File: config.mk
export PLATFORM = sky130hd
export DESIGN_NAME = byte_stuffed_frame_receiver
export DESIGN_NICKNAME = d
export VERILOG_FILES = /design/src/rtl/core/bsfr_pkg.sv /design/src/rtl/core/byte_stuffed_frame_receiver.sv
export SDC_FILE = /design/constraint.sdc
export NUM_CORES = 1
export LEC_CHECK = 0
export ABC_CLOCK_PERIOD_IN_PS = 5500
export BUFFER_PORTS_ARGS = -buffer_cell sky130_fd_sc_hd__clkbuf_2
export CORE_AREA = 5 5 111 113
export CTS_CLUSTER_DIAMETER = 50
export DETAILED_ROUTE_END_ITERATION = 16
export DIE_AREA = 0 0 116 118
export PLACE_DENSITY = 0.68
export SYNTH_ARGS = -nofsm -noshare
export SYNTH_HDL_FRONTEND = slang
export SYNTH_SLANG_ARGS = --single-unit
File: constraint.sdc
create_clock -name aclk -period 5.5 [get_ports aclk]
set_input_delay 1.1 -clock aclk [delete_from_list [all_inputs] [get_ports aclk]]
set_output_delay 1.1 -clock aclk [all_outputs]
set_load 0.05 [all_outputs]
File: src/rtl/core/bsfr_pkg.sv
`timescale 1ns / 1ps

package bsfr_pkg;

    // Largest frame length that is counted; longer frames saturate here.
    localparam int unsigned MAX_FRAME = 4096;
    localparam int unsigned COUNT_W = 13;
    localparam int unsigned COUNT_HW_MAX = (1 << COUNT_W) - 1;
    localparam logic [COUNT_W-1:0] COUNT_CAP =
        (MAX_FRAME > COUNT_HW_MAX) ? COUNT_W'(COUNT_HW_MAX) : COUNT_W'(MAX_FRAME);
    localparam logic [COUNT_W-1:0] MIN_OK_LEN = COUNT_W'(4);

    // Line framing bytes and escape codes.
    localparam logic [7:0] BYTE_START = 8'hAA;
    localparam logic [7:0] BYTE_END   = 8'hCC;
    localparam logic [7:0] BYTE_ESC   = 8'hBB;
    localparam logic [7:0] CODE_START = 8'h55;
    localparam logic [7:0] CODE_ESC   = 8'h44;
    localparam logic [7:0] CODE_END   = 8'h33;

    // Result kinds.
    typedef enum logic [2:0] {
        KIND_DATA        = 3'd0,
        KIND_OK          = 3'd1,
        KIND_BADSUM      = 3'd2,
        KIND_SHORT       = 3'd3,
        KIND_FALSE_START = 3'd4,
        KIND_BAD_ESC     = 3'd5,
        KIND_STRAY       = 3'd6
    } kind_t;

    // Width of the packed result data bus in bits.
    localparam int unsigned OUT_DATA_W = 48;

endpackage

File: src/rtl/core/byte_stuffed_frame_receiver.sv
`timescale 1ns / 1ps

// Channel   Direction  Ports                      Contents
// s_        in         s_tvalid s_tready s_tdata  one raw line byte
// m_        out        m_tvalid m_tready m_tdata  result fields, m_tuser holds kind
//
// Each byte is decoded from the input register once the output register can take
// a result, and any result that its decode yields is loaded into the output
// register; one byte per cycle while the output is not stalled.
// The output register is loaded only when it is empty or being emptied, and the
// input register can still take a byte while a result waits, if it is empty.
// aresetn is synchronous and active low; it clears all frame state.
module byte_stuffed_frame_receiver (
    input  logic        aclk,
    input  logic        aresetn,
    input  logic        s_tvalid,
    output logic        s_tready,
    input  logic [7:0]  s_tdata,   // [7:0] in_byte
    output logic        m_tvalid,
    input  logic        m_tready,
    output logic [bsfr_pkg::OUT_DATA_W-1:0] m_tdata,
    // m_tdata: [7:0] data_byte, [20:8] frame_length, [28:21] header_flags,
    //          [44:29] payload_id, [47:45] zero
    output logic [2:0]  m_tuser    // [2:0] kind
);

    localparam int unsigned CW = bsfr_pkg::COUNT_W;

    // Input register.
    logic       in_valid_reg, in_valid_next;
    logic [7:0] in_byte_reg;

    // Frame state.
    logic          in_frame_reg, in_frame_next;
    logic          in_escape_reg, in_escape_next;
    logic          held_valid_reg, held_valid_next;
    logic [7:0]    held_byte_reg, held_byte_next;
    logic [7:0]    running_sum_reg, running_sum_next;
    logic [CW-1:0] content_count_reg, content_count_next;
    logic [7:0]    flags_byte_reg, flags_byte_next;
    logic [15:0]   id_word_reg, id_word_next;

    // Output register.
    logic                  m_valid_reg, m_valid_next;
    bsfr_pkg::kind_t       kind_reg, kind_next;
    logic [7:0]            data_byte_reg, data_byte_next;
    logic [CW-1:0]         frame_length_reg, frame_length_next;
    logic [7:0]            header_flags_reg, header_flags_next;
    logic [15:0]           payload_id_reg, payload_id_next;

    logic       proc_ready;
    logic       proc_fire;
    logic       res_valid;
    logic       content_take;
    logic [7:0] content_byte;

    assign proc_ready = !m_valid_reg || m_tready;
    assign proc_fire  = in_valid_reg && proc_ready;
    assign s_tready   = !in_valid_reg || proc_ready;

    // Input register handshake.
    always_comb begin
        in_valid_next = in_valid_reg;
        if (proc_fire) begin
            in_valid_next = 1'b0;
        end
        if (s_tvalid && s_tready) begin
            in_valid_next = 1'b1;
        end
    end

    // Decode of one line byte: frame state update and result.
    always_comb begin
        in_frame_next      = in_frame_reg;
        in_escape_next     = in_escape_reg;
        held_valid_next    = held_valid_reg;
        held_byte_next     = held_byte_reg;
        running_sum_next   = running_sum_reg;
        content_count_next = content_count_reg;
        flags_byte_next    = flags_byte_reg;
        id_word_next       = id_word_reg;
        res_valid          = 1'b0;
        kind_next          = bsfr_pkg::KIND_DATA;
        data_byte_next     = '0;
        frame_length_next  = '0;
        header_flags_next  = '0;
        payload_id_next    = '0;
        content_take       = 1'b0;
        content_byte       = in_byte_reg;

        if (proc_fire) begin
            priority if (in_byte_reg == bsfr_pkg::BYTE_START) begin
                if (in_frame_reg) begin
                    res_valid = 1'b1;
                    kind_next = bsfr_pkg::KIND_FALSE_START;
                end
                in_frame_next = 1'b1;
            end else if (!in_frame_reg) begin
                res_valid      = 1'b1;
                kind_next      = bsfr_pkg::KIND_STRAY;
                data_byte_next = in_byte_reg;
            end else if (in_byte_reg == bsfr_pkg::BYTE_END) begin
                res_valid         = 1'b1;
                frame_length_next = content_count_reg;
                priority if (content_count_reg == '0 || !held_valid_reg) begin
                    kind_next = bsfr_pkg::KIND_SHORT;
                end else if (running_sum_reg != held_byte_reg) begin
                    kind_next = bsfr_pkg::KIND_BADSUM;
                end else if (content_count_reg < bsfr_pkg::MIN_OK_LEN) begin
                    kind_next = bsfr_pkg::KIND_SHORT;
                end else begin
                    kind_next         = bsfr_pkg::KIND_OK;
                    header_flags_next = flags_byte_reg;
                    payload_id_next   = id_word_reg;
                end
                in_frame_next = 1'b0;
            end else if (in_escape_reg) begin
                in_escape_next = 1'b0;
                priority if (in_byte_reg == bsfr_pkg::CODE_START) begin
                    content_take = 1'b1;
                    content_byte = bsfr_pkg::BYTE_START;
                end else if (in_byte_reg == bsfr_pkg::CODE_ESC) begin
                    content_take = 1'b1;
                    content_byte = bsfr_pkg::BYTE_ESC;
                end else if (in_byte_reg == bsfr_pkg::CODE_END) begin
                    content_take = 1'b1;
                    content_byte = bsfr_pkg::BYTE_END;
                end else begin
                    res_valid      = 1'b1;
                    kind_next      = bsfr_pkg::KIND_BAD_ESC;
                    data_byte_next = in_byte_reg;
                end
            end else if (in_byte_reg == bsfr_pkg::BYTE_ESC) begin
                in_escape_next = 1'b1;
            end else begin
                content_take = 1'b1;
            end

            // Start and end bytes clear the frame, including the escape flag.
            if (in_byte_reg == bsfr_pkg::BYTE_START
                    || (in_frame_reg && in_byte_reg == bsfr_pkg::BYTE_END)) begin
                in_escape_next     = 1'b0;
                held_valid_next    = 1'b0;
                held_byte_next     = '0;
                running_sum_next   = '0;
                content_count_next = '0;
                flags_byte_next    = '0;
                id_word_next       = '0;
            end

            // Content byte: capture header fields, pass out the held byte.
            if (content_take) begin
                if (content_count_reg == CW'(0)) begin
                    flags_byte_next = content_byte;
                end else if (content_count_reg == CW'(1)) begin
                    id_word_next = {content_byte, id_word_reg[7:0]};
                end else if (content_count_reg == CW'(2)) begin
                    id_word_next = {id_word_reg[15:8], content_byte};
                end
                if (content_count_reg < bsfr_pkg::COUNT_CAP) begin
                    content_count_next = content_count_reg + CW'(1);
                end
                if (held_valid_reg) begin
                    running_sum_next = running_sum_reg + held_byte_reg;
                    res_valid        = 1'b1;
                    kind_next        = bsfr_pkg::KIND_DATA;
                    data_byte_next   = held_byte_reg;
                end
                held_byte_next  = content_byte;
                held_valid_next = 1'b1;
            end
        end
    end

    // Output register handshake.
    always_comb begin
        m_valid_next = m_valid_reg && !m_tready;
        if (res_valid) begin
            m_valid_next = 1'b1;
        end
    end

    // Control registers.
    always_ff @(posedge aclk) begin
        if (!aresetn) begin
            in_valid_reg      <= 1'b0;
            m_valid_reg       <= 1'b0;
            in_frame_reg      <= 1'b0;
            in_escape_reg     <= 1'b0;
            held_valid_reg    <= 1'b0;
            held_byte_reg     <= '0;
            running_sum_reg   <= '0;
            content_count_reg <= '0;
            flags_byte_reg    <= '0;
            id_word_reg       <= '0;
        end else begin
            in_valid_reg      <= in_valid_next;
            m_valid_reg       <= m_valid_next;
            in_frame_reg      <= in_frame_next;
            in_escape_reg     <= in_escape_next;
            held_valid_reg    <= held_valid_next;
            held_byte_reg     <= held_byte_next;
            running_sum_reg   <= running_sum_next;
            content_count_reg <= content_count_next;
            flags_byte_reg    <= flags_byte_next;
            id_word_reg       <= id_word_next;
        end
    end

    // Payload registers.
    always_ff @(posedge aclk) begin
        if (s_tvalid && s_tready) begin
            in_byte_reg <= s_tdata;
        end
        if (res_valid) begin
            kind_reg         <= kind_next;
            data_byte_reg    <= data_byte_next;
            frame_length_reg <= frame_length_next;
            header_flags_reg <= header_flags_next;
            payload_id_reg   <= payload_id_next;
        end
    end

    assign m_tvalid = m_valid_reg;
    assign m_tuser  = kind_reg;
    assign m_tdata  = {3'b000, payload_id_reg, header_flags_reg,
                       frame_length_reg, data_byte_reg};

endmodule
Word-level counts from Yosys, hierarchy flattened. Cells that the tools add are included.

Bitwise gates (word level): 3. $add $sub $neg: 2. Muxes and demuxes: 79. Order comparisons: 2. Reduce and logical (&&, ||, !) cells: 22. Equal/unequal tests: 13.

Operators by type and width (count): two-way mux 8 bit (24); two-way mux 16 bit (5); two-way mux 13 bit (3); two-way mux 1 bit (34); two-way mux 3 bit (10); equality test 8 bit, second input constant (3); equality test 8 x 7 -> 1 bit, second input constant (2); adder 13 x 1 -> 13 bit, second input constant (1); equality test 13 x 1 -> 1 bit, second input constant (1); equality test 13 x 2 -> 1 bit, second input constant (1); logical NOT 13 bit (1); less-than comparator 13 bit, second input constant (1); less-than comparator 13 x 3 -> 1 bit, second input constant (1); adder 8 bit (1); equality test 8 x 6 -> 1 bit, second input constant (1); != test 8 bit (1); OR reduction 7 bit (1); two-way mux 2 bit (3); AND reduction 2 bit (3); nonzero test 2 bit (3); logical AND 1 bit (4); logical NOT 1 bit (4); logical OR 1 bit (4); != test 2 x 1 -> 1 bit, second input constant (2); 5 further kinds (7).

Output and inout port bits: 53. Word-level logic and storage cells: 138. Bits of input ports: 12. Flip-flop bits (word level): 114.

Logic depth before layout (Yosys ltp). Gate-level depths: netlist of the first run.

Word-level depth: 12. Depth in mapped cells: 9. Mapped depth without buffers: 9.

Worst setup path before layout of the first run. No wires, ideal clock.

Kind: input port to flip-flop. Start point: input port m_tready. End point: register data_byte_reg[0], enable pin. Arrival time: 3.671 ns. Required time: 5.046 ns. Path buffers: 1. Setup time: 0.454 ns. Slack: 1.375 ns. Stages on the path: 4. Cells stage by stage: nor2b_1 -> nand2b_1 -> clkbuf_1 -> nor2_1.

Longest elaborated chain between the ends: 3.

Ends and longest elaborated chain: start, declared (RTL line byte_stuffed_frame_receiver.sv:20) `input logic m_tready,`; logical OR 1 bit (RTL line byte_stuffed_frame_receiver.sv:57) `assign proc_ready = !m_valid_reg || m_tready;`; logical AND 1 bit (RTL line byte_stuffed_frame_receiver.sv:58) `assign proc_fire = in_valid_reg && proc_ready;`; two-way mux 1 bit (RTL line byte_stuffed_frame_receiver.sv:91) `if (proc_fire) begin`; via res_valid (RTL line byte_stuffed_frame_receiver.sv:53) `logic res_valid;`; end signal, assigned (RTL line byte_stuffed_frame_receiver.sv:217) `data_byte_reg <= data_byte_next;`; end, declared (RTL line byte_stuffed_frame_receiver.sv:46) `logic [7:0] data_byte_reg, data_byte_next;`.

The timed path passes the listed nets, and every way through them passes these cells. A chain may end at the register's enable or synchronous reset.

Worst setup path in the final report of the first run.
Start point: input port m_tready. End point: register payload_id_reg[10], data pin.

Longest elaborated chain between the ends: 4.

Ends and longest elaborated chain: logical OR 1 bit (RTL line byte_stuffed_frame_receiver.sv:57); logical AND 1 bit (RTL line byte_stuffed_frame_receiver.sv:58); inverter 1 bit (no source line); OR reduction 7 bit (no source line); end signal, assigned (RTL line byte_stuffed_frame_receiver.sv:220) `payload_id_reg <= payload_id_next;`; end, declared (RTL line byte_stuffed_frame_receiver.sv:49) `logic [15:0] payload_id_reg, payload_id_next;`.

Every way passes these cells.

==> impl_results.rst, run 1 <==
.. list-table::
   :header-rows: 1

   * - Metric
     - Value
   * - Clock transition at the register clock pins on the worst setup and hold paths after CTS
     - 0.06 ns
   * - Initial Utilization
     - 48.12%
   * - TritonCTS clock tree
     - built
   * - Share of total power in combinational logic
     - 6.5%
   * - Post-route antenna net violation count
     - 0
   * - Hold Path Stages
     - 1
   * - Simple-Gate Fraction of Synth Area
     - 22.68%
   * - Highest achievable clock rate
     - 306.3 MHz
   * - Post-Synth Adder-Cell Area
     - 2.919%
   * - Total vias in the final route
     - 4,022
   * - Period utilisation layout
     - 59.37%
   * - Slowest stage cell, crit path
     - nor2_1
   * - Reg2reg end
     - frame_length_reg[0]
   * - Distinct cell type count of the synthesized netlist
     - 75
   * - Aggregate global-route resource usage
     - 18.12%
   * - Num Clock Sinks
     - 114
   * - Maximum count of clock buffers along a single path
     - 2
   * - Worst-case setup slack after placement
     - 1.786 ns
   * - Number of optimization iterations in the first detailed-route pass
     - 6
   * - Arrival time of the worst setup path
     - 3.54 ns
   * - I/O Buffers
     - 61
   * - Critical path buffers and inverters
     - 2
   * - Vias in the first global route
     - 3,879
   * - MaxCap Viol Count
     - 0
   * - Maximum number of pins on one net before global-route repair
     - 38
   * - Power density of the placed cells
     - 334.1 mW/mm^2
   * - Clock H-tree levels
     - 4
   * - Net count reported at finish
     - 586
   * - WHS
     - 0.4552 ns
   * - Flops & latches, synth
     - 114
   * - Die ar.
     - 0.01369 mm^2
   * - Count of flip-flops with a built-in enable after synthesis
     - 56
   * - Number of buffers added for setup after CTS
     - 0
   * - Status
     - completed
   * - Final wirelength
     - 11,880 um
   * - Cell accounting for the most synthesized area
     - edfxtp_1
   * - Initial antenna violation count
     - 0
   * - Initial DRC count
     - 315
   * - Setup repair after global routing missed its margin
     - no
   * - Data required time at the worst endpoint
     - 5.77 ns
   * - Crit path depth
     - 7
   * - Clock network latency to the later pin of the worst-skew pair
     - 0.41 ns
   * - Clock share of power
     - 49.8%
   * - Type of the setup path with the least slack
     - input port to register
   * - Hold buffers post-CTS
     - 0
   * - Layout overhead on the synthesized area
     - 17.33%
   * - WHS Endpoint
     - flags_byte_reg[4]
   * - Sequential share of the synthesized area
     - 52.64%
   * - Hold Vio Cnt, Final
     - 0
   * - Minimum setup slack in the final design
     - 2.235 ns
   * - XOR/XNOR share of the synthesized area
     - 0.9731%
   * - Total half-perimeter wirelength after legalization and detailed placement
     - 8420 um
   * - IR drop worst, VDD
     - 0.2063 mV
   * - Routed length per placed instance
     - 16.54 um
   * - Worst reg-to-reg path cell count
     - 7
   * - DR DRC count
     - 0
   * - Top post-synthesis cells by area
     - edfxtp_1 31%, dfxtp_1 22%, and2_1 3.8%
   * - Fraction of synthesized area in multiplexers
     - 0.3707%
   * - Antenna cells
     - 0
   * - Tightest slew margin relative to the limit
     - 22.29%
   * - Largest family of logic cells by synthesized area
     - simple AND/OR/NAND/NOR gates
   * - CP Max Fanout
     - 24
   * - Worst path max stage delay
     - 0.91 ns
   * - Worst Hold Class
     - register to register
   * - Final critical delay including setup and external delays
     - 3.265 ns
   * - Series of cell instances along the critical path
     - clkbuf_2, nor2b_1, nand2b_1, nor3_4, inv_2, nor2_1, and2_1
   * - Setup skew after layout
     - 0.006200 ns
   * - Final count of pins violating max slew
     - 0
   * - Switching Share
     - 24.84%
   * - GR Overflow Total
     - 0
   * - Area of the mapped netlist
     - 0.005400 mm^2
   * - Die X
     - 116 um
   * - Share of final-layout standard cells stronger than drive strength 1
     - 21.22%
   * - TNS Setup
     - 0 ns
   * - Fraction of registers with async set/reset
     - 0%
   * - Synthesized area per cell
     - 10.71 um^2
   * - Floorplan die height
     - 118 um
   * - Floorplan core area
     - 0.01122 mm^2
   * - Min-delay src
     - flags_byte_reg[4]
   * - RR Startpoint
     - in_byte_reg[5]
   * - Launching element type of the critical path
     - input port
   * - Cts bufs inserted
     - 17
   * - Reg2Reg Setup Slack
     - 2.32 ns
   * - Gp weighted congestion
     - 0.8334
   * - Worst Max-Slew Pin Slew
     - 1.161 ns
   * - Reported net switching power
     - 525.9 uW
   * - Number of gates resized after CTS
     - 0
   * - # IOs
     - 65
   * - Flip-flop cell with the highest count after synthesis
     - dfxtp_1
   * - Global-route wire length before repair
     - 19,610 um
   * - Core Rows
     - 39
   * - CP Capture Type
     - register
   * - Leading cell type in the layout, fill and taps excluded
     - clkbuf_2
   * - Compound-Gate Fraction of Synth Area
     - 15.78%
   * - Number of vias per cell
     - 5.602
   * - Static Leak
     - 0.002444 uW
   * - Family with the most delay on the worst path
     - simple AND/OR/NAND/NOR gates
   * - Count of synthesis-stage warnings from yosys
     - 0
   * - Highest-count cells in the layout ignoring fill and taps
     - 61 x clkbuf_2, 58 x dfxtp_1, 56 x edfxtp_1
   * - Fraction of post-synthesis cell area in the top cell type by area
     - 31.14%
   * - # setup viols final
     - 0
   * - Cell internal pwr
     - 1591 uW
   * - Reg power frac
     - 43.7%
   * - Clock tree root buffer cell
     - clkbuf_16
   * - Cell count after synthesis
     - 504
-- synthesized netlist by cell type (14+ instances only) --
library cell   n
dfxtp_1       58
edfxtp_1      56
nor2_1        43
nand2_1       36
and2_1        33
inv_1         25
nand3_1       23
a21oi_1       17
and3_1        16
a22o_1        15
o21a_1        14
o21ai_0       14
-- worst register-to-register path, delay by kind of cell, from the launching register on --
family                 cells  cell delay [ns]
AO/OA/AOI/OAI              4             0.93
AND/OR/NAND/NOR            2             1.00
buffers and inverters      1             0.44
flip-flops                 1             0.47
-- stage by stage --
stage / instances / util [%] / cell area (um^2) / total power (uW)
floorplan: 506 / - / 5408 / 1050
global placement: 686 / 51.30 / 5758 / 1079
detailed placement: 686 / 51.30 / 5758 / 1080
CTS: 718 / 56.45 / 6336 / 2135
global route: 718 / 56.45 / 6336 / 2183
finish: 718 / 56.45 / 6336 / 2117
-- layer usage --
metal  vias to the layer above  routed length, um  track usage [%]
met4                         0                259            7.542
met5                         -                  0                0
met3                        23                765            5.861
met2                       149               5519            27.55
li1                       1949                  -                -
met1                      1901               5335            23.63
-- cells by family after synthesis --
group	count (synthesis)
muxes	2
xor gates and xnor gates	6
other	1
and+or+nand+nor	209
adders and majority gates	12
AOI/OAI and AO/OA	109
buffers and inverters	51
DFF	114
-- how the worst max path moves through the flow --
stage	startpoint	endpoint	slack (ns)
after floorplan	m_tready	data_byte_reg[0]	1.38
after global placement	m_tready	payload_id_reg[2]	2.04
after detailed placement	m_tready	payload_id_reg[10]	1.79
after CTS	m_tready	payload_id_reg[10]	2.23
after global routing	m_tready	payload_id_reg[7]	1.99
final	m_tready	payload_id_reg[10]	2.23
-- cell type report --
type / instances / area [um^2]
fillers: 973 / 4887
multi-input cells: 341 / 2326
clock inverters: 13 / 125.1
well taps: 143 / 178.9
inverters: 26 / 97.59
repair buffers: 62 / 312.8
flip-flops and latches: 114 / 2843
clock buffers: 19 / 452.9
-- power by group through the flow --
| stage | Combinational [uW] | Sequential [uW] | Clock (uW) |
|---|---|---|---|
| 2_1_floorplan | 52.7 | 997 | 0 |
| 3_3_place_gp | 137 | 942 | 0 |
| 3_5_place_dp | 138 | 943 | 0 |
| 4_1_cts | 138 | 925 | 1070 |
| 5_1_grt | 145 | 927 | 1110 |
| 6_report | 137 | 925 | 1050 |
Note: power is estimated with default switching activity, not from simulation.
==> inputs of run 2 (changes only) <==
--- a/config.mk
+++ b/config.mk
@@ -5,13 +5,13 @@
 export SDC_FILE = /design/constraint.sdc
 export NUM_CORES = 1
 export LEC_CHECK = 0
-export ABC_CLOCK_PERIOD_IN_PS = 5500
+export ABC_CLOCK_PERIOD_IN_PS = 2700
 export BUFFER_PORTS_ARGS = -buffer_cell sky130_fd_sc_hd__clkbuf_2
 export CORE_AREA = 5 5 111 113
 export CTS_CLUSTER_DIAMETER = 50
 export DETAILED_ROUTE_END_ITERATION = 16
 export DIE_AREA = 0 0 116 118
-export PLACE_DENSITY = 0.68
+export PLACE_DENSITY = 0.71
 export SYNTH_ARGS = -nofsm -noshare
 export SYNTH_HDL_FRONTEND = slang
 export SYNTH_SLANG_ARGS = --single-unit
==> constraint.sdc (replaced) <==
create_clock -name aclk -period 2.7 [get_ports aclk]
set_input_delay 0.54 -clock aclk [delete_from_list [all_inputs] [get_ports aclk]]
set_output_delay 0.54 -clock aclk [all_outputs]
set_load 0.05 [all_outputs]
==> run 2 against run 1 <==
Final cell count up 2.5%. Critical path depth down 1. Sequential share of layout area down 1.4 points. Clock skew up 0.0018 ns. Worst setup slack worse by 2.0 ns. Count of clock-buffer cells in the layout down 2. Critical endpoint is now data_byte_reg[1].
==> impl_results.rst, run 2 (same netlist as run 1, synthesis figures left out) <==
.. list-table::
   :header-rows: 1

   * - Metric
     - Value
   * - Final count of pins violating max slew
     - 0 (unchanged)
   * - Power density of the placed cells
     - 698.7 mW/mm^2 (was 334.1 mW/mm^2)
   * - Layout overhead on the synthesized area
     - 21.04% (was 17.33%)
   * - Type of the setup path with the least slack
     - register to register (was input port to register)
   * - Placed Cells incl. Taps
     - 704 (was 686)
   * - Initial antenna violation count
     - 0 (unchanged)
   * - Power, Total
     - 4567 uW (was 2117 uW)
   * - Leading cell type in the layout, fill and taps excluded
     - clkbuf_2 (unchanged)
   * - Clock tree root buffer cell
     - clkbuf_16 (unchanged)
   * - Launching element type of the critical path
     - register (was input port)
   * - Static Leak
     - 0.002554 uW (was 0.002444 uW)
   * - Status
     - completed (unchanged)
   * - Period utilisation layout
     - 90.45%
   * - Number of optimization iterations in the first detailed-route pass
     - 5 (was 6)
   * - MaxCap Viol Count
     - 0 (unchanged)
   * - Number of buffers added for setup after CTS
     - 0 (unchanged)
   * - Setup skew after layout
     - 0.007967 ns (was 0.006200 ns)
   * - DR DRC count
     - 0 (unchanged)
   * - Cts bufs inserted
     - 17 (unchanged)
   * - Hold Vio Cnt, Final
     - 0 (unchanged)
   * - TritonCTS clock tree
     - built (unchanged)
   * - Initial DRC count
     - 280 (was 315)
   * - Global-route wire length before repair
     - 20,430 um (was 19,610 um)
   * - Floorplan die height
     - 118 um (unchanged)
   * - Hold buffers post-CTS
     - 0 (unchanged)
   * - Routed length per placed instance
     - 16.63 um (was 16.54 um)
   * - Sequential cell area
     - 0.002843 mm^2 (unchanged)
   * - I/O Buffers
     - 61 (unchanged)
   * - Clock transition at the register clock pins on the worst setup and hold paths after CTS
     - 0.06 ns (about the same)
   * - Finished Layout Cells
     - 736 (was 718)
   * - Antenna cells
     - 0 (unchanged)
   * - Highest-count cells in the layout ignoring fill and taps
     - 61 x clkbuf_2, 58 x dfxtp_1, 56 x edfxtp_1 (unchanged)
   * - Aggregate global-route resource usage
     - 18.93% (was 18.12%)
   * - Arrival time of the worst setup path
     - 2.58 ns (was 3.54 ns)
   * - GR Overflow Total
     - 0 (unchanged)
   * - Number of vias per cell
     - 5.561 (was 5.602)
   * - Net count reported at finish
     - 604 (was 586)
   * - CP Capture Type
     - register (unchanged)
   * - Gp weighted congestion
     - 0.9112 (was 0.8334)
   * - Post-route antenna net violation count
     - 0 (unchanged)
   * - Data required time at the worst endpoint
     - 2.84 ns (was 5.77 ns)
   * - # IOs
     - 65 (unchanged)
   * - Setup repair after global routing missed its margin
     - no (unchanged)
   * - Total half-perimeter wirelength after legalization and detailed placement
     - 8705 um (was 8420 um)
   * - Clock H-tree levels
     - 4 (unchanged)
   * - Clock network latency to the later pin of the worst-skew pair
     - 0.41 ns (about the same)
   * - Core Rows
     - 39 (unchanged)
   * - # setup viols final
     - 0 (unchanged)
   * - IR drop worst, VDD
     - 0.4139 mV (was 0.2063 mV)
   * - Final wirelength
     - 12,240 um (was 11,880 um)
   * - TNS Setup
     - 0 ns (unchanged)
   * - Number of gates resized after CTS
     - 0 (unchanged)
   * - Share of final-layout standard cells stronger than drive strength 1
     - 23.61% (was 21.22%)
   * - Final critical delay including setup and external delays
     - 2.442 ns
   * - Worst Hold Class
     - input port to register (was register to register)
   * - Highest achievable clock rate
     - 409.5 MHz
   * - Num Clock Sinks
     - 114 (unchanged)
   * - Vias in the first global route
     - 3,979 (was 3,879)
   * - Die X
     - 116 um (unchanged)
   * - Tightest slew margin relative to the limit
     - 61.68% (was 22.29%)
   * - Worst Max-Slew Pin Slew
     - 0.5700 ns (was 1.161 ns)
   * - Total vias in the final route
     - 4,093 (was 4,022)
   * - CP Max Fanout
     - 7 (was 24)
   * - Maximum number of pins on one net before global-route repair
     - 43 (was 38)
   * - Filler cell count
     - 943 (was 973)
   * - Initial Utilization
     - 48.12% (unchanged)
   * - Multi-input gate area
     - 0.002326 mm^2 (unchanged)
   * - Floorplan core area
     - 0.01122 mm^2 (unchanged)
   * - Maximum count of clock buffers along a single path
     - 2 (unchanged)
   * - Die ar.
     - 0.01369 mm^2 (unchanged)
## run 2: cell types whose count changed in the layout (fill, tap and decap cells not counted), sizes merged
| cell | previous run | this run |
|---|---|---|
| bufinv | 1 | 4 |
| buf | 1 | 19 |
| clkinvlp | 2 | 3 |
| clkinv | 6 | 4 |
| clkbuf | 80 | 78 |
## run 2: critical path, cell delays in order (launching register included)
cell      delay (ns)
edfxtp_1        0.46
and4bb_1        0.58
a22oi_4         0.18
o311ai_0        0.43
a21oi_1         0.22
nand3_1         0.18
o21ai_0         0.12
## run 2: stage by stage
stage               hold WS (ns)  cell area [um^2]  utilization [%]  setup WS (ns)
floorplan                 0.4242              5415                -         0.1075
global placement          0.4394              5906            52.62         0.3618
detailed placement        0.4386              5906            52.62         0.3164
CTS                       0.2916              6536            58.24         0.2883
global route              0.2837              6536            58.24         0.1028
finish                    0.3033              6536            58.24         0.2580
## run 2: report_power, final
group / internal, uW / switching [uW] / total, uW / leakage, uW
Sequential: 1860 / 22.3 / 1880 / 0.000986
Clock: 1550 / 833 / 2390 / 0.000301
Combinational: 70.2 / 232 / 302 / 0.00127
## run 2: routing by layer
metal	part of all wire, %	GRT usage [%]
met5	0	0
met1	45	25.47
met3	5.2	4.473
met4	1.7	6.889
met2	48	29.53
## run 2: worst paths after layout
path | from | endpoint | slack [ns] | depth (start not counted)
min | s_tdata[6] | in_byte_reg[6] | 0.30 | 1
max | in_byte_reg[2] | data_byte_reg[1] | 0.26 | 6
min reg2reg | id_word_reg[11] | id_word_reg[11] | 0.45 | 1
max reg2reg | in_byte_reg[2] | data_byte_reg[1] | 0.26 | 6
## run 2: final cells by class
cell class	count	area share (%)
well taps	143	2.737
clock buffers	17	6.508
repair buffers	80	7.044
clock inverters	15	3.139
flip-flops and latches	114	43.49
inverters	26	1.493
multi-input cells	341	35.59
